`src/hw/rtl/c8kbm_pkg.sv`:
```
// Package for the 8 KB bank mapper: widths, address constants, routing codes
// and the bank register write command. No dependencies.
package c8kbm_pkg;

  localparam int unsigned PAGE_BITS  = 10;
  localparam int unsigned WINDOWS    = 6;
  localparam int unsigned SLOT_W     = $clog2(WINDOWS);
  localparam int unsigned ADDR_W     = 16;
  localparam int unsigned DATA_W     = 8;
  localparam int unsigned MASK_W     = 10;
  localparam int unsigned OFFSET_W   = 13;
  localparam int unsigned ROM_ADDR_W = 23;
  localparam int unsigned OUTER_W    = 8;
  // Page arithmetic width: outer bank * 4 plus twice a 5-bit field, and room
  // for the widest page.
  localparam int unsigned SUM_W      = 13;

  localparam logic [ADDR_W-1:0] SEL_FORCE  = 16'h4010;
  localparam logic [ADDR_W-1:0] SEL_OUTER  = 16'hFFF5;
  localparam logic [ADDR_W-1:0] SEL_PAIR_A = 16'hFFFE;
  localparam logic [ADDR_W-1:0] SEL_PAIR_B = 16'hFFFF;
  localparam logic [ADDR_W-1:0] RAM_BASE   = 16'hC000;

  localparam logic [4:0]         DMASK_WIDE   = 5'h1F;
  localparam logic [4:0]         DMASK_NARROW = 5'h0F;
  localparam logic [OUTER_W-1:0] OUTER_WIDE   = 8'h10;

  localparam logic [MASK_W-1:0] ROM_MASK_RESET = 10'd7;

  typedef enum logic [1:0] {
    TGT_ROM_READ  = 2'd0,
    TGT_RAM_READ  = 2'd1,
    TGT_RAM_WRITE = 2'd2
  } target_e;

  typedef enum logic {
    OP_READ  = 1'b0,
    OP_WRITE = 1'b1
  } op_e;

  typedef struct packed {
    logic              en;
    logic [ADDR_W-1:0] addr;
    logic [DATA_W-1:0] data;
  } bank_cmd_t;

  function automatic logic [PAGE_BITS-1:0] cut_page(logic [SUM_W-1:0] p,
                                                    logic [MASK_W-1:0] mask);
    logic [SUM_W-1:0] t;
    t = p & SUM_W'(mask);
    return t[PAGE_BITS-1:0];
  endfunction

endpackage

```
`src/hw/rtl/cartridge_8k_bank_mapper.sv`:
```
// Top level of the 8 KB cartridge bank mapper: input register, routing
// logic and result register around c8kbm_bank_regs. Uses c8kbm_pkg.
//
//   channel   direction  handshake            payload
//   in        to block   in_valid_i/in_stall_o    op_i, bus_address_i, write_data_i
//   out       from block out_valid_o/out_stall_i  target_o, rom_address_o,
//                                                 ram_offset_o, ram_data_o
//   cfg       to block   cfg_valid_i/cfg_ready_o  cfg_data_i (rom_bank_mask)
//
// One access per cycle while the input is not stalled; a result is presented
// once its transaction has passed the input register, then the result
// register, set by the single routing stage.
// Writes below 0xC000 only update the bank registers and give no result.
// Reset clears both stages, the outer bank to zero, pages to 0,1,2,3,2,3 and
// the ROM bank mask to 7. A stalled output holds the result register; the
// input stalls only when its held access has a result with nowhere to go.
module cartridge_8k_bank_mapper (
  input  logic                                clk_i,
  input  logic                                rst_ni,
  input  logic                                in_valid_i,
  output logic                                in_stall_o,
  input  logic                                op_i,
  input  logic [c8kbm_pkg::ADDR_W-1:0]        bus_address_i,
  input  logic [c8kbm_pkg::DATA_W-1:0]        write_data_i,
  output logic                                out_valid_o,
  input  logic                                out_stall_i,
  output logic [1:0]                          target_o,
  output logic [c8kbm_pkg::ROM_ADDR_W-1:0]    rom_address_o,
  output logic [c8kbm_pkg::OFFSET_W-1:0]      ram_offset_o,
  output logic [c8kbm_pkg::DATA_W-1:0]        ram_data_o,
  input  logic                                cfg_valid_i,
  output logic                                cfg_ready_o,
  input  logic [c8kbm_pkg::MASK_W-1:0]        cfg_data_i
);

  logic                              in_valid_q, in_valid_d;
  c8kbm_pkg::op_e                    in_op_q;
  logic [c8kbm_pkg::ADDR_W-1:0]      in_addr_q;
  logic [c8kbm_pkg::DATA_W-1:0]      in_data_q;

  logic                              out_valid_q, out_valid_d;
  c8kbm_pkg::target_e                out_target_q, out_target_d;
  logic [c8kbm_pkg::ROM_ADDR_W-1:0]  out_rom_q, out_rom_d;
  logic [c8kbm_pkg::OFFSET_W-1:0]    out_off_q, out_off_d;
  logic [c8kbm_pkg::DATA_W-1:0]      out_data_q, out_data_d;

  logic [c8kbm_pkg::MASK_W-1:0]      rom_mask_q;

  logic                              in_ram_space, has_result, out_free, advance, accept;
  c8kbm_pkg::bank_cmd_t              bank_cmd;
  logic [c8kbm_pkg::PAGE_BITS-1:0]   page;
  logic [c8kbm_pkg::OFFSET_W-1:0]    offset;

  assign in_ram_space = (in_addr_q >= c8kbm_pkg::RAM_BASE);
  assign offset       = in_addr_q[c8kbm_pkg::OFFSET_W-1:0];
  // A write below RAM space retires without a result.
  assign has_result   = !(in_op_q == c8kbm_pkg::OP_WRITE && !in_ram_space);
  assign out_free     = !out_valid_q || !out_stall_i;
  assign advance      = in_valid_q && (out_free || !has_result);
  assign in_stall_o   = in_valid_q && !advance;
  assign accept       = in_valid_i && !in_stall_o;
  assign cfg_ready_o  = 1'b1;

  always_comb begin
    bank_cmd.en   = advance && (in_op_q == c8kbm_pkg::OP_WRITE);
    bank_cmd.addr = in_addr_q;
    bank_cmd.data = in_data_q;
  end

  c8kbm_bank_regs u_bank_regs (
    .clk_i      (clk_i),
    .rst_ni     (rst_ni),
    .cmd_i      (bank_cmd),
    .rom_mask_i (rom_mask_q),
    .slot_i     (in_addr_q[c8kbm_pkg::ADDR_W-1 -: c8kbm_pkg::SLOT_W]),
    .page_o     (page)
  );

  always_comb begin
    in_valid_d = accept ? 1'b1 : (advance ? 1'b0 : in_valid_q);

    out_target_d = c8kbm_pkg::TGT_ROM_READ;
    out_rom_d    = '0;
    out_off_d    = '0;
    out_data_d   = '0;
    if (in_op_q == c8kbm_pkg::OP_WRITE) begin
      out_target_d = c8kbm_pkg::TGT_RAM_WRITE;
      out_off_d    = offset;
      out_data_d   = in_data_q;
    end else if (in_ram_space) begin
      out_target_d = c8kbm_pkg::TGT_RAM_READ;
      out_off_d    = offset;
    end else begin
      out_rom_d    = c8kbm_pkg::ROM_ADDR_W'({page, offset});
    end

    if (advance && has_result) begin
      out_valid_d = 1'b1;
    end else if (out_free) begin
      out_valid_d = 1'b0;
    end else begin
      out_valid_d = out_valid_q;
    end
  end

  always_ff @(posedge clk_i or negedge rst_ni) begin
    if (!rst_ni) begin
      in_valid_q  <= 1'b0;
      out_valid_q <= 1'b0;
      rom_mask_q  <= c8kbm_pkg::ROM_MASK_RESET;
    end else begin
      in_valid_q  <= in_valid_d;
      out_valid_q <= out_valid_d;
      if (cfg_valid_i) begin
        rom_mask_q <= cfg_data_i;
      end
    end
  end

  always_ff @(posedge clk_i) begin
    if (accept) begin
      in_op_q   <= c8kbm_pkg::op_e'(op_i);
      in_addr_q <= bus_address_i;
      in_data_q <= write_data_i;
    end
    if (advance && has_result) begin
      out_target_q <= out_target_d;
      out_rom_q    <= out_rom_d;
      out_off_q    <= out_off_d;
      out_data_q   <= out_data_d;
    end
  end

  assign out_valid_o   = out_valid_q;
  assign target_o      = out_target_q;
  assign rom_address_o = out_rom_q;
  assign ram_offset_o  = out_off_q;
  assign ram_data_o    = out_data_q;

`ifndef SYNTH
  a_stall_needs_item: assert property (@(posedge clk_i) disable iff (!rst_ni)
    in_stall_o |-> (in_valid_q && out_valid_q && out_stall_i))
    else $error("input stalled without a blocked held access");

  a_rom_fields: assert property (@(posedge clk_i) disable iff (!rst_ni)
    (out_valid_o && target_o == c8kbm_pkg::TGT_ROM_READ)
      |-> (ram_offset_o == '0 && ram_data_o == '0))
    else $error("ROM read carries RAM fields");

  a_ram_fields: assert property (@(posedge clk_i) disable iff (!rst_ni)
    (out_valid_o && target_o != c8kbm_pkg::TGT_ROM_READ) |-> (rom_address_o == '0))
    else $error("RAM access carries a ROM address");

  a_read_no_data: assert property (@(posedge clk_i) disable iff (!rst_ni)
    (out_valid_o && target_o == c8kbm_pkg::TGT_RAM_READ) |-> (ram_data_o == '0))
    else $error("RAM read carries write data");
`endif

endmodule

```
`src/hw/rtl/c8kbm_bank_regs.sv`:
```
// Window page and outer bank registers of the 8 KB bank mapper, with their
// write decode and the page lookup for ROM reads. Uses c8kbm_pkg.
module c8kbm_bank_regs (
  input  logic                               clk_i,
  input  logic                               rst_ni,
  input  c8kbm_pkg::bank_cmd_t               cmd_i,
  input  logic [c8kbm_pkg::MASK_W-1:0]       rom_mask_i,
  input  logic [c8kbm_pkg::SLOT_W-1:0]       slot_i,
  output logic [c8kbm_pkg::PAGE_BITS-1:0]    page_o
);

  logic [c8kbm_pkg::PAGE_BITS-1:0] page_q [c8kbm_pkg::WINDOWS];
  logic [c8kbm_pkg::PAGE_BITS-1:0] page_d [c8kbm_pkg::WINDOWS];
  logic [c8kbm_pkg::OUTER_W-1:0]   outer_q, outer_d;

  logic [c8kbm_pkg::ADDR_W-1:0] sel;
  logic [4:0]                   dmask;
  logic [c8kbm_pkg::SUM_W-1:0]  old_base, new_base, first;

  always_comb begin
    sel      = cmd_i.addr | c8kbm_pkg::SEL_FORCE;
    // Data mask follows the outer bank as it was before this write.
    dmask    = (outer_q >= c8kbm_pkg::OUTER_WIDE) ? c8kbm_pkg::DMASK_WIDE
                                                  : c8kbm_pkg::DMASK_NARROW;
    old_base = c8kbm_pkg::SUM_W'({outer_q, 2'b00});
    new_base = c8kbm_pkg::SUM_W'({cmd_i.data, 2'b00});
    first    = old_base + c8kbm_pkg::SUM_W'({cmd_i.data[4:0] & dmask, 1'b0});

    outer_d = outer_q;
    page_d  = page_q;
    if (cmd_i.en) begin
      if (sel == c8kbm_pkg::SEL_OUTER) begin
        outer_d   = cmd_i.data;
        page_d[0] = c8kbm_pkg::cut_page(new_base, rom_mask_i);
        page_d[1] = c8kbm_pkg::cut_page(new_base + c8kbm_pkg::SUM_W'(1), rom_mask_i);
        page_d[2] = c8kbm_pkg::cut_page(new_base + c8kbm_pkg::SUM_W'(2), rom_mask_i);
        page_d[3] = c8kbm_pkg::cut_page(new_base + c8kbm_pkg::SUM_W'(3), rom_mask_i);
        page_d[4] = c8kbm_pkg::cut_page(new_base + c8kbm_pkg::SUM_W'(2), rom_mask_i);
        page_d[5] = c8kbm_pkg::cut_page(new_base + c8kbm_pkg::SUM_W'(3), rom_mask_i);
      end else if (sel == c8kbm_pkg::SEL_PAIR_A) begin
        page_d[2] = c8kbm_pkg::cut_page(first, rom_mask_i);
        page_d[3] = c8kbm_pkg::cut_page(first + c8kbm_pkg::SUM_W'(1), rom_mask_i);
      end else if (sel == c8kbm_pkg::SEL_PAIR_B) begin
        page_d[4] = c8kbm_pkg::cut_page(first, rom_mask_i);
        page_d[5] = c8kbm_pkg::cut_page(first + c8kbm_pkg::SUM_W'(1), rom_mask_i);
      end
    end
  end

  always_ff @(posedge clk_i or negedge rst_ni) begin
    if (!rst_ni) begin
      outer_q   <= '0;
      page_q[0] <= c8kbm_pkg::PAGE_BITS'(0);
      page_q[1] <= c8kbm_pkg::PAGE_BITS'(1);
      page_q[2] <= c8kbm_pkg::PAGE_BITS'(2);
      page_q[3] <= c8kbm_pkg::PAGE_BITS'(3);
      page_q[4] <= c8kbm_pkg::PAGE_BITS'(2);
      page_q[5] <= c8kbm_pkg::PAGE_BITS'(3);
    end else begin
      outer_q <= outer_d;
      page_q  <= page_d;
    end
  end

  // Slots six and seven belong to RAM space and never reach a ROM read.
  assign page_o = (32'(slot_i) < c8kbm_pkg::WINDOWS) ? page_q[slot_i] : '0;

endmodule
```
`config.mk`:
```
export PLATFORM = sky130hd
export DESIGN_NAME = cartridge_8k_bank_mapper
export DESIGN_NICKNAME = d
export VERILOG_FILES = /design/src/hw/rtl/c8kbm_pkg.sv /design/src/hw/rtl/cartridge_8k_bank_mapper.sv /design/src/hw/rtl/c8kbm_bank_regs.sv
export SDC_FILE = /design/constraint.sdc
export NUM_CORES = 1
export LEC_CHECK = 0
export BUFFER_PORTS_ARGS = -buffer_cell sky130_fd_sc_hd__buf_2
export CAP_MARGIN = 30
export CORE_UTILIZATION = 40
export CTS_CLUSTER_SIZE = 12
export DETAILED_ROUTE_END_ITERATION = 8
export PLACE_DENSITY = 0.64
export SLEW_MARGIN = 20
export SYNTH_ARGS = -nofsm -noshare
export SYNTH_HDL_FRONTEND = slang
export SYNTH_SLANG_ARGS = --single-unit
```
`constraint.sdc`:
```
create_clock -name clk_i -period 4.6 [get_ports clk_i]
set_clock_uncertainty 0.1 [all_clocks]
set_input_delay 0.46 -clock clk_i [delete_from_list [all_inputs] [get_ports clk_i]]
set_output_delay 0.46 -clock clk_i [all_outputs]
set_load 0.005 [all_outputs]
```
Yosys cells after proc, flatten, opt, wreduce, memory -nomap -nowiden
Cells that the tools add are included.
- eq/ne operators: 4
- magnitude comparators: 4
- $add $sub $neg: 5
- reduce and logical (&&, ||, !) cells: 23
- bitwise logic cells: 9
- muxes and demuxes: 15
- operators by type and width (cell ; count):
    $and 10x10->10 ; 6
    $mux 20 ; 3
    $eq 14x14->1 const B ; 3
    $mux 40 ; 1
    $bmux 10 s3 ; 1
    $mux 13 ; 2
    $add 10x1->10 const B ; 2
    $add 10x2->10 const B ; 2
    $mux 10 ; 2
    $ge 16x16->1 const B ; 1
    $add 10x6->10 ; 1
    $ge 8x5->1 const B ; 1
    $reduce_bool 2->1 ; 4
    $logic_and 1x1->1 ; 6
    $logic_not 1->1 ; 6
    $and 5x5->5 ; 1
    $mux 1 ; 5
    $mux 5 ; 1
    $ge 4x4->1 const B ; 1
    $not 3->4 ; 1
    $reduce_and 2->1 ; 2
    $lt 3x3->1 const B ; 1
    $reduce_and 3->1 ; 1
    $reduce_or 3->1 ; 1
    other kinds (4) ; 5
- register bits: 151
- logic and storage cells: 78

Longest topological paths before layout
Gate-level depths: netlist of the first run.
- depth in word-level cells: 10
- gate-level depth with buffers: 8
- mapped depth without buffers: 7

By module
From an unflattened synthesis of the first run, not the netlist that was laid out.
- cells, all modules: 366
- area, all modules: 5089.9 um^2
- by module, submodules not included (module ; cells each ; area an instance (um^2) ; instances ; sequential area each (um^2)):
    cartridge_8k_bank_mapper ; 157 ; 2971.6 ; 1 ; 2436.1
    c8kbm_bank_regs ; 209 ; 2118.3 ; 1 ; 932.1

Worst setup path after synthesis of the first run
Ideal clock, no wire load.
- path kind: register -> register
- start point: register in_addr_q[15] (netlist bit)
- end point: register out_data_q, in the netlist ram_data_o[0], enable pin
- cell stages (with the launch flop): 5
- setup time: 0.465 ns
- slack: 1.163 ns
- arrival: 2.872 ns
- path buffers: 0
- data required time: 4.035 ns
- clock period less this slack: 3.437 ns
- cell sequence: edfxtp_1 > nand2_1 > nand2_1 > nand2_1 > a21oi_1
- cells in the longest elaborated chain, start to end: 6
- elaborated cells between the ends (all ways): 7
- classes of those cells: order compare (1); reduce/logical (6)
- ends and longest elaborated chain (element ; RTL line ; source):
    start, declared ; cartridge_8k_bank_mapper.sv:38 ; logic [c8kbm_pkg::ADDR_W-1:0] in_addr_q;
    start signal, assigned ; cartridge_8k_bank_mapper.sv:123 ; in_addr_q <= bus_address_i;
    $ge 16x16->1 * ; cartridge_8k_bank_mapper.sv:54 ; assign in_ram_space = (in_addr_q >= c8kbm_pkg::RAM_BASE);
    $logic_not 1->1 * ; cartridge_8k_bank_mapper.sv:57 ; assign has_result = !(in_op_q == c8kbm_pkg::OP_WRITE && !in_ram_space);
    $logic_and 1x1->1 * ; cartridge_8k_bank_mapper.sv:57 ;
    $logic_or 1x1->1 ; cartridge_8k_bank_mapper.sv:59 ; assign advance = in_valid_q && (out_free || !has_result);
    $logic_and 1x1->1 ; cartridge_8k_bank_mapper.sv:59 ;
    $logic_and 1x1->1 * ; cartridge_8k_bank_mapper.sv:126 ; if (advance && has_result) begin
    end signal, assigned ; cartridge_8k_bank_mapper.sv:130 ; out_data_q <= out_data_d;
    end, declared ; cartridge_8k_bank_mapper.sv:45 ; logic [c8kbm_pkg::DATA_W-1:0] out_data_q, out_data_d;
Mark *: on every way between the ends. The rest lies on a longest branch, timed or not.
A chain may end at the register's enable or synchronous reset.

Final worst setup path of the first run
- start point: register in_addr_q[15] (netlist bit)
- end point: register u_bank_regs.page_q[25] (netlist bit)
- cells in the longest elaborated chain, start to end: 7
- elaborated cells between the ends (all ways): 11
- classes of those cells: order compare (1); eq/ne (2); mux (1); reduce/logical (7)
- ends and longest elaborated chain (element ; RTL line ; source):
    $ge 16x16->1 ; cartridge_8k_bank_mapper.sv:54 ;
    $logic_not 1->1 ; cartridge_8k_bank_mapper.sv:57 ;
    $logic_and 1x1->1 ; cartridge_8k_bank_mapper.sv:57 ;
    $logic_or 1x1->1 ; cartridge_8k_bank_mapper.sv:59 ;
    $logic_and 1x1->1 ; cartridge_8k_bank_mapper.sv:59 ;
    $logic_and 1x1->1 ; cartridge_8k_bank_mapper.sv:65 ; bank_cmd.en = advance && (in_op_q == c8kbm_pkg::OP_WRITE);
    $reduce_and 2->1 (no source line) ; - ;
    end signal, assigned ; c8kbm_bank_regs.sv:61 ; page_q <= page_d;
    end, declared ; c8kbm_bank_regs.sv:12 ; logic [c8kbm_pkg::PAGE_BITS-1:0] page_q [c8kbm_pkg::WINDOWS];
Parallel ways exist; a longest one is shown, timed or not.

==> results of run 1 <==
-- timing repair --
action	4_1_cts	5_1_grt
hold buffers	1	0
buffers inserted	0	0
endpoints found under the hold margin	20	0
-- layout by cell type (no fill, tap or decap), types with 8 or more instances in the layout --
master,count
dfrtp_1,41
and2_1,21
buf_2,87
edfxtp_1,71
clkbuf_16,17
nand2_1,38
nor2b_1,16
a21oi_1,16
mux2_2,20
nor2_1,28
dfstp_2,8
o21ai_0,19
mux2i_1,9
-- logic make-up after synthesis --
| logic type | after synthesis |
|---|---|
| muxes | 33 |
| and+or+nand+nor | 127 |
| adders and majority gates | 5 |
| xor gates and xnor gates | 3 |
| other | 1 |
| DFF | 120 |
| buffers and inverters | 16 |
| AOI/OAI and AO/OA | 56 |
-- per-stage QoR --
stage / utilization / cells
after global placement: 0.457 / 583
final: 0.508 / 617
after floorplan: - / 361
after global routing: 0.508 / 617
after CTS: 0.508 / 617
after detailed placement: 0.459 / 584
-- sequential cells by signal, indices dropped and copies added (netlist names), 2 cells and up --
register	cells
in_data_q	8
rom_address_o	23
rom_mask_q	10
u_bank_regs.page_q	29
ram_offset_o	13
in_addr_q	16
ram_data_o	8
target_o	2
u_bank_regs.outer_q	8
-- area by class of cell --
class | instances | area (µm²) | area share
Clock buffer | 21 | 450 | 0.0738
Clock inverter | 11 | 130 | 0.0213
Inverter | 1 | 3.75 | 0.000615
Multi-Input combinational cell | 225 | 1480 | 0.242
Sequential cell | 120 | 3370 | 0.552
Tap cell | 147 | 184 | 0.0301
Timing Repair Buffer | 92 | 488 | 0.0800
-- final timing paths --
kind / slack, ns / end / startpoint
max: 1.90 / u_bank_regs.page_q[25] / in_addr_q[15]
min: 0.13 / in_data_q[5] / write_data_i[5]
max reg2reg: 1.90 / u_bank_regs.page_q[25] / in_addr_q[15]
min reg2reg: 0.36 / u_bank_regs.page_q[0] / u_bank_regs.page_q[0]
max in group asynchronous: 3.29 / u_bank_regs.page_q[20] / rst_ni
min in group asynchronous: 0.50 / rom_mask_q[5] / rst_ni
-- worst register-to-register path, stage by stage (launching register included) --
cell and delay, ns:
edfxtp_1 0.72, nand4_1 0.36, nor3_1 0.44, nand3_1 0.52, mux2_2 0.44
-- per-layer routing --
metal / up-vias / routed length [µm] / global-route usage
li1: 1490 / - / -
met1: 1442 / 4270 / 0.206
met2: 80 / 4730 / 0.256
met3: 10 / 420 / 0.0487
met4: 0 / 133 / 0.0747
met5: - / 0 / 0
-- report_power, final --
part	internal, mW	leakage, nW	switching (mW)	total [mW]
logic	0.0630	0.967	0.0759	0.139
registers	1.21	1.32	0.0367	1.25
clock network	0.855	0.277	0.442	1.30
==> metrics.csv, run 1 <==
stage,metric,value,unit
clock_tree,clockBufferDepth,2,
hold_path,holdPathStages,1,
cells_and_area,area_growth,24.2,%
critical_path,cp_slowest_cell,edfxtp_1,
routing,vias,3022,
clock_tree,clk_pin_slew,0.05,ns
critical_path,worst_setup_path_start_kind,flop,
yosys,synth_edf_count,71,
yosys,synth-xor-area-share,0.00535,
yosys,synth_most_common_cell,edfxtp_1,
yosys,synth_common_cells,"edfxtp_1, dfrtp_1, nand2_1",
timing,period_needed,2.70,ns
flow_run,drv_cap,0,
yosys,synth_nets,406,
placed_design,numPortBuffers,87,
critical_path,cp.required,4.79,ns
grt,antenna_found_initial,0,
critical_path,path_delay_family,simple AND/OR/NAND/NOR gates,
timing,setup_viol,0,
timing,whs,0.126,ns
critical_path,crit_path_max_fanout,15,
timing,worst_slew_pin_slew,0.899,ns
yosys,synthCells,361,
timing,max_slew_margin,0.399,
critical_path,rr_worst_depth,4,
critical_path,critPathBufInv,0,
cells_and_area,drive_gt1_frac,0.334,
yosys,syn_area_per_cell,13.6,µm²
routing,drt-initial-drc-count,153,
placed_design,place_ws,1.89,ns
routing,wl_per_cell,15.5,µm
yosys,synth_seq_cells,120,
grt,grt_pass1_wl,15.2,mm
grt,globalRouteOverflowTotal,0,
floorplan,start_util,0.409,
cells_and_area,nNetsFinal,502,
yosys,yosys.cell_types.count,44,
yosys,synthMuxAreaShare,0.0764,
critical_path,cp_num_cells,4,
run_status,status,"complete, no violations",
yosys,syn_area,4910,µm²
cells_and_area,final_cell_area,6100,µm²
critical_path,end_kind,flop,
timing,fin_ws,1.90,ns
clock_tree,cts_resized,0,
floorplan,ios,89,
yosys,synth_top_family_by_area,simple AND/OR/NAND/NOR gates,
grt,gr-usage-all-layers,0.162,
timing,setup-tns-final,0,ns
pwr,power_density,440,nW/µm²
critical_path,crit_arrival,2.89,ns
critical_path,critPathMaxStageDelay,0.72,ns
yosys,synth-compound-area-share,0.0667,
yosys,yosys.area_share.simple,0.134,
clock_tree,numCtsBuffers,17,
timing,final_hold_viol_count,0,
critical_path,crit_chain,nand4_1 > nor3_1 > nand3_1 > mux2_2,
pwr,p_leak,2.57,nW
clock_tree,h-tree-depth,4,
floorplan,die-area,12700,µm²
placed_design,gp_congestion,0.758,
grt,first_global_vias,2984,
timing,max_freq,0.370,GHz
cells_and_area,fillers,1043,
pwr,total_power,2.69,mW
routing,wl,9.55,mm
pwr,peakVddDrop,0.209,mV
hold_path,hold_class,in -> reg,
routing,vias_per_cell,4.90,
floorplan,dieWidth,113,µm
yosys,yosys.area.top_type,edfxtp_1,
placed_design,dpl-instance-area,5510,µm²
routing,drcViolationCount,0,
floorplan,die_h,113,µm
clock_tree,worstSkewPairLatency,0.41,ns
floorplan,coreArea,12000,µm²
routing,dr.pass1.iters,5,
grt,grt_max_degree,29,
clock_tree,clock_sink_count,120,
timing,slew_viol_final,0,
yosys,synthArstFlopShare,0.408,
yosys,yosysTopAreaCellShare,0.434,
yosys,yosys-top-cells-area,"edfxtp_1, dfrtp_1, mux2_2",
floorplan,rows,40,
cells_and_area,antenna_cells,0,
yosys,yosys_warnings,0,
clock_tree,clock-root-buffer,clkbuf_16,
yosys,synthAdderAreaFrac,0.0143,
timing,rsz0062_at_grt,no,
clock_tree,cts_tree,done,
yosys,ys_seq_area_frac,0.686,
placed_design,hpwl,6.82,mm
routing,antenna_left,0,
critical_path,crit_type,reg -> reg,
yosys,synthFlopType,edfxtp_1,
timing,finalCritPeriodShare,0.588,
No activity file was read; power rests on OpenSTA's default activity.
==> run 2: changes to the inputs <==
- PLACE_DENSITY: 0.64 -> 0.66
- clock period: 4.6 -> 2.31 ns (I/O delays scaled with it)
==> metrics.csv, run 2 (same netlist as run 1, synthesis figures left out) <==
stage,metric,value,unit
placed_design,numPortBuffers,87,
cells_and_area,drive_gt1_frac,0.356,
critical_path,r2r-start,u_bank_regs.outer_q[4],
floorplan,die-area,12700,µm²
pwr,intPower,4.27,mW
floorplan,ios,89,
timing,max_freq,0.448,GHz
timing,period_needed,2.23,ns
pwr,clockPowerShare,0.473,
placed_design,place_inst,604,
pwr,p_comb_frac,0.070,
clock_tree,clock_sink_count,120,
floorplan,die_h,113,µm
clock_tree,clock-root-buffer,clkbuf_16,
grt,first_global_vias,3253,
cells_and_area,final_util,0.556,
run_status,status,"complete, no violations",
floorplan,dieWidth,113,µm
hold_path,hold_class,in -> reg,
floorplan,start_util,0.409,
routing,drcViolationCount,0,
pwr,switchingPower,1.12,mW
pwr,total_power,5.39,mW
clock_tree,h-tree-depth,4,
grt,antenna_found_initial,0,
pwr,p_seq_frac,0.458,
placed_design,hpwl,6.68,mm
cells_and_area,top_register,u_bank_regs.page_q,
grt,gr-usage-all-layers,0.171,
timing,worst_slew_pin_slew,0.786,ns
grt,grt_max_degree,50,
flow_run,drv_cap,0,
cells_and_area,area_growth,35.9,%
cells_and_area,fillers,1018,
clock_tree,clockBufferDepth,2,
timing,slew_viol_final,0,
clock_tree,cts_tree,done,
timing,final_hold_viol_count,0,
clock_tree,numCtsBuffers,17,
routing,vias_per_cell,4.86,
pwr,swShare,0.208,
critical_path,end_kind,flop,
cells_and_area,largest_register_ff_count,29,
routing,drt-initial-drc-count,146,
routing,vias,3267,
cells_and_area,final_cell_mix,"buf_2, edfxtp_1, dfrtp_1",
critical_path,crit_type,reg -> reg,
timing,rsz0062_at_grt,yes,
routing,dr.pass1.iters,4,
timing,setup_viol,0,
pwr,power_density,807,nW/µm²
cells_and_area,antenna_cells,0,
pwr,p_leak,2.83,nW
hold_path,holdPathStages,3,
cells_and_area,finalNonFillerCells,672,
critical_path,crit_path_max_fanout,3,
routing,wl,10.1,mm
grt,globalRouteOverflowTotal,0,
critical_path,crit_arrival,2.48,ns
clock_tree,worstSkewPairLatency,0.40,ns
routing,antenna_left,0,
critical_path,cp.required,2.56,ns
floorplan,coreArea,12000,µm²
cells_and_area,nNetsFinal,558,
timing,max_slew_margin,0.475,
pwr,peakVddDrop,0.396,mV
clock_tree,clk_pin_slew,0.05,ns
timing,whs,0.0305,ns
cells_and_area,layout_commonest_cell,buf_2,
floorplan,rows,40,
grt,grt_pass1_wl,16.4,mm
critical_path,cp-startpoint,u_bank_regs.outer_q[4],
hold_path,hold_path_startpoint,out_stall_i,
routing,wl_per_cell,15.0,µm
timing,finalCritPeriodShare,0.967,
critical_path,rr_worst_depth,7,
placed_design,gp_congestion,0.779,
critical_path,worst_setup_path_start_kind,flop,
-- run 2: cell types whose count changed in the layout (fill, tap and decap cells not counted), moves of 2 or more --
cell / delta
a21boi_0: -2
buf_12: +2
buf_4: +18
clkinv_2: +3
dlygate4sd3_1: +36
mux2_2: -2
mux2_4: +2
-- run 2: final cells by class --
cell class / count / area [µm²] / area share
clock buffers: 19 / 433 / 0.0648
clock inverters: 12 / 134 / 0.0201
inverters: 1 / 3.75 / 0.000562
multi-input cells: 225 / 1530 / 0.229
flip-flops and latches: 120 / 3370 / 0.504
well taps: 147 / 184 / 0.0275
repair buffers: 148 / 1020 / 0.153
-- run 2: path summary, 6_finish.rpt --
check	to	slack (ns)
max	u_bank_regs.page_q[26]	0.08
min	out_valid_o	0.03
max reg2reg	u_bank_regs.page_q[26]	0.08
min reg2reg	u_bank_regs.page_q[0]	0.36
max in group asynchronous	rom_mask_q[0]	1.59
min in group asynchronous	u_bank_regs.page_q[24]	0.24
-- run 2: timing repair --
item,in CTS,in global routing
gates resized for setup,2,10
hold endpoints to repair,85,0
hold buffers,37,0
endpoints found under the setup margin,3,10
setup buffers,0,0
pin swaps,5,8
-- run 2: stage by stage --
step                      cell area [µm²]  setup TNS (ns)  worst slack [ns]
after global placement               5690               0            0.0265
after global routing                 6680         -0.0834           -0.0393
after floorplan                      4940               0            0.0199
after CTS                            6640               0            0.0212
final                                6680               0            0.0769
after detailed placement             5690        -0.00567          -0.00567
-- run 2: layer usage --
metal / vias up / GRT usage / part of all wire
met5: - / 0 / 0
met4: 0 / 0.0631 / 0.011
met3: 9 / 0.0514 / 0.035
met2: 60 / 0.275 / 0.49
met1: 1597 / 0.219 / 0.46
li1: 1601 / - / -
-- run 2: power groups by stage --
stage                     Clock (mW)  Sequential, mW  Combinational, mW
final                           2.55            2.47              0.375
after CTS                       2.59            2.47              0.380
after global routing            2.69            2.48              0.415
after detailed placement           0            2.51              0.331
after global placement             0            2.50              0.322
after floorplan                    0            2.51              0.136
-- run 2: critical path, cell delays in order, from the launching register on --
cell and delay, ns:
dfrtp_1 0.38, o41a_1 0.42, ha_1 0.32, or2_4 0.24
nand3_2 0.06, or3b_4 0.37, a21boi_2 0.14, mux2_4 0.16
==> run 3: changes to the inputs <==
==> constraint.sdc (replaced) <==
create_clock -name clk_i -period 2.31 [get_ports clk_i]
set_clock_uncertainty 0.1 [all_clocks]
set_input_delay 0.462 -clock clk_i [delete_from_list [all_inputs] [get_ports clk_i]]
set_output_delay 0.462 -clock clk_i [all_outputs]
set_load 0.005 [all_outputs]
==> metrics.csv, run 3 (same netlist as run 1, synthesis figures left out) <==
stage,metric,value,unit
routing,drt-initial-drc-count,165,
routing,dr.pass1.iters,4,
timing,slew_viol_final,0,
clock_tree,numCtsBuffers,17,
clock_tree,h-tree-depth,4,
grt,grt_max_degree,47,
hold_path,hold_class,in -> reg,
placed_design,place_inst,602,
floorplan,rows,40,
flow_run,drv_cap,0,
cells_and_area,largest_register_ff_count,29,
routing,wl,9.88,mm
floorplan,die-area,12700,µm²
clock_tree,clk_pin_slew,0.06,ns
timing,max_slew_margin,0.491,
clock_tree,clock_sink_count,120,
timing,rsz0062_at_grt,yes,
cells_and_area,top_register,u_bank_regs.page_q,
clock_tree,clock-root-buffer,clkbuf_16,
run_status,status,"complete, no violations",
grt,antenna_found_initial,0,
cells_and_area,layout_commonest_cell,buf_2,
pwr,p_leak,2.69,nW
pwr,total_power,5.56,mW
floorplan,coreArea,12000,µm²
clock_tree,cts_tree,done,
routing,drcViolationCount,0,
timing,whs,0.113,ns
timing,final_hold_viol_count,0,
cells_and_area,drive_gt1_frac,0.383,
cells_and_area,area_growth,29.1,%
grt,first_global_vias,3042,
floorplan,ios,89,
routing,vias,3119,
clock_tree,clockBufferDepth,2,
clock_tree,worstSkewPairLatency,0.42,ns
grt,globalRouteOverflowTotal,0,
routing,wl_per_cell,15.6,µm
critical_path,end_kind,flop,
cells_and_area,final_cell_mix,"buf_2, edfxtp_1, dfrtp_1",
pwr,peakVddDrop,0.464,mV
routing,vias_per_cell,4.91,
timing,setup-tns-final,0,ns
routing,antenna_left,0,
cells_and_area,fillers,1043,
floorplan,dieWidth,113,µm
timing,finalCritPeriodShare,0.981,
critical_path,crit_arrival,2.52,ns
cells_and_area,antenna_cells,0,
critical_path,crit_path_max_fanout,3,
cells_and_area,nNetsFinal,520,
placed_design,hpwl,6.88,mm
grt,gr-usage-all-layers,0.167,
pwr,power_density,876,nW/µm²
cells_and_area,final_util,0.528,
grt,grt_pass1_wl,15.7,mm
floorplan,start_util,0.409,
critical_path,worst_setup_path_start_kind,flop,
timing,period_needed,2.27,ns
timing,max_freq,0.441,GHz
critical_path,cp.required,2.56,ns
placed_design,numPortBuffers,87,
timing,worst_slew_pin_slew,0.761,ns
floorplan,die_h,113,µm
cells_and_area,finalNonFillerCells,635,
placed_design,gp_congestion,0.770,
critical_path,crit_type,reg -> reg,
timing,setup_viol,0,
==> run 3: worst max-delay path, cell delays in order (launching register included) <==
cell and delay [ns]:
edfxtp_1 0.39, ha_1 0.24, fa_1 0.40, a211o_1 0.32, nand3_2 0.08, or3b_4 0.37
a21boi_2 0.14, mux2_4 0.15
==> run 3: timing repair <==
item | CTS | global route
buffers inserted | 0 | 0
gates resized for setup | 2 | 5
endpoints found under the setup margin | 3 | 9
pin swaps | 3 | 8
hold endpoints to repair | 18 | 0
hold buffers | 1 | 0
==> run 3: worst paths after layout <==
check | from | endpoint | slack, ns | cells past startpoint
max | in_data_q[1] | u_bank_regs.page_q[6] | 0.04 | 7
min | write_data_i[5] | in_data_q[5] | 0.11 | 1
max reg2reg | in_data_q[1] | u_bank_regs.page_q[6] | 0.04 | 7
min reg2reg | u_bank_regs.page_q[0] | u_bank_regs.page_q[0] | 0.36 | 2
max in group asynchronous | rst_ni | rom_mask_q[1] | 1.01 | 3
min in group asynchronous | rst_ni | u_bank_regs.page_q[28] | 0.49 | 2
==> run 3: area by class of cell <==
| class | count | area, µm² | area share |
|---|---|---|---|
| flip-flops and latches | 120 | 3370 | 0.531 |
| repair buffers | 110 | 648 | 0.102 |
| clock inverters | 15 | 203 | 0.0320 |
| multi-input cells | 225 | 1510 | 0.238 |
| well taps | 147 | 184 | 0.0290 |
| inverters | 1 | 3.75 | 0.000592 |
| clock buffers | 17 | 425 | 0.0671 |
==> run 3: per-layer routing <==
| metal | vias up | track usage | wire length [µm] |
|---|---|---|---|
| met5 | - | 0 | 0 |
| met4 | 0 | 0.0764 | 174 |
| met3 | 15 | 0.0568 | 510 |
| met2 | 73 | 0.253 | 4680 |
| met1 | 1502 | 0.216 | 4510 |
| li1 | 1529 | - | - |
==> run 3: where the power goes <==
part	internal (mW)	switching [mW]	total, mW	leakage [nW]
clock network	1.80	0.962	2.77	0.293
registers	2.41	0.0523	2.46	1.32
logic	0.146	0.181	0.327	1.07
==> run 3: per-stage QoR <==
| step | instance area (µm²) | setup slack (ns) |
|---|---|---|
| 2_1_floorplan | 4940 | 0.0199 |
| 3_3_place_gp | 5680 | 0.0207 |
| 3_5_place_dp | 5680 | -0.0152 |
| 4_1_cts | 6330 | 0.00444 |
| 5_1_grt | 6340 | -0.0326 |
| 6_report | 6340 | 0.0432 |
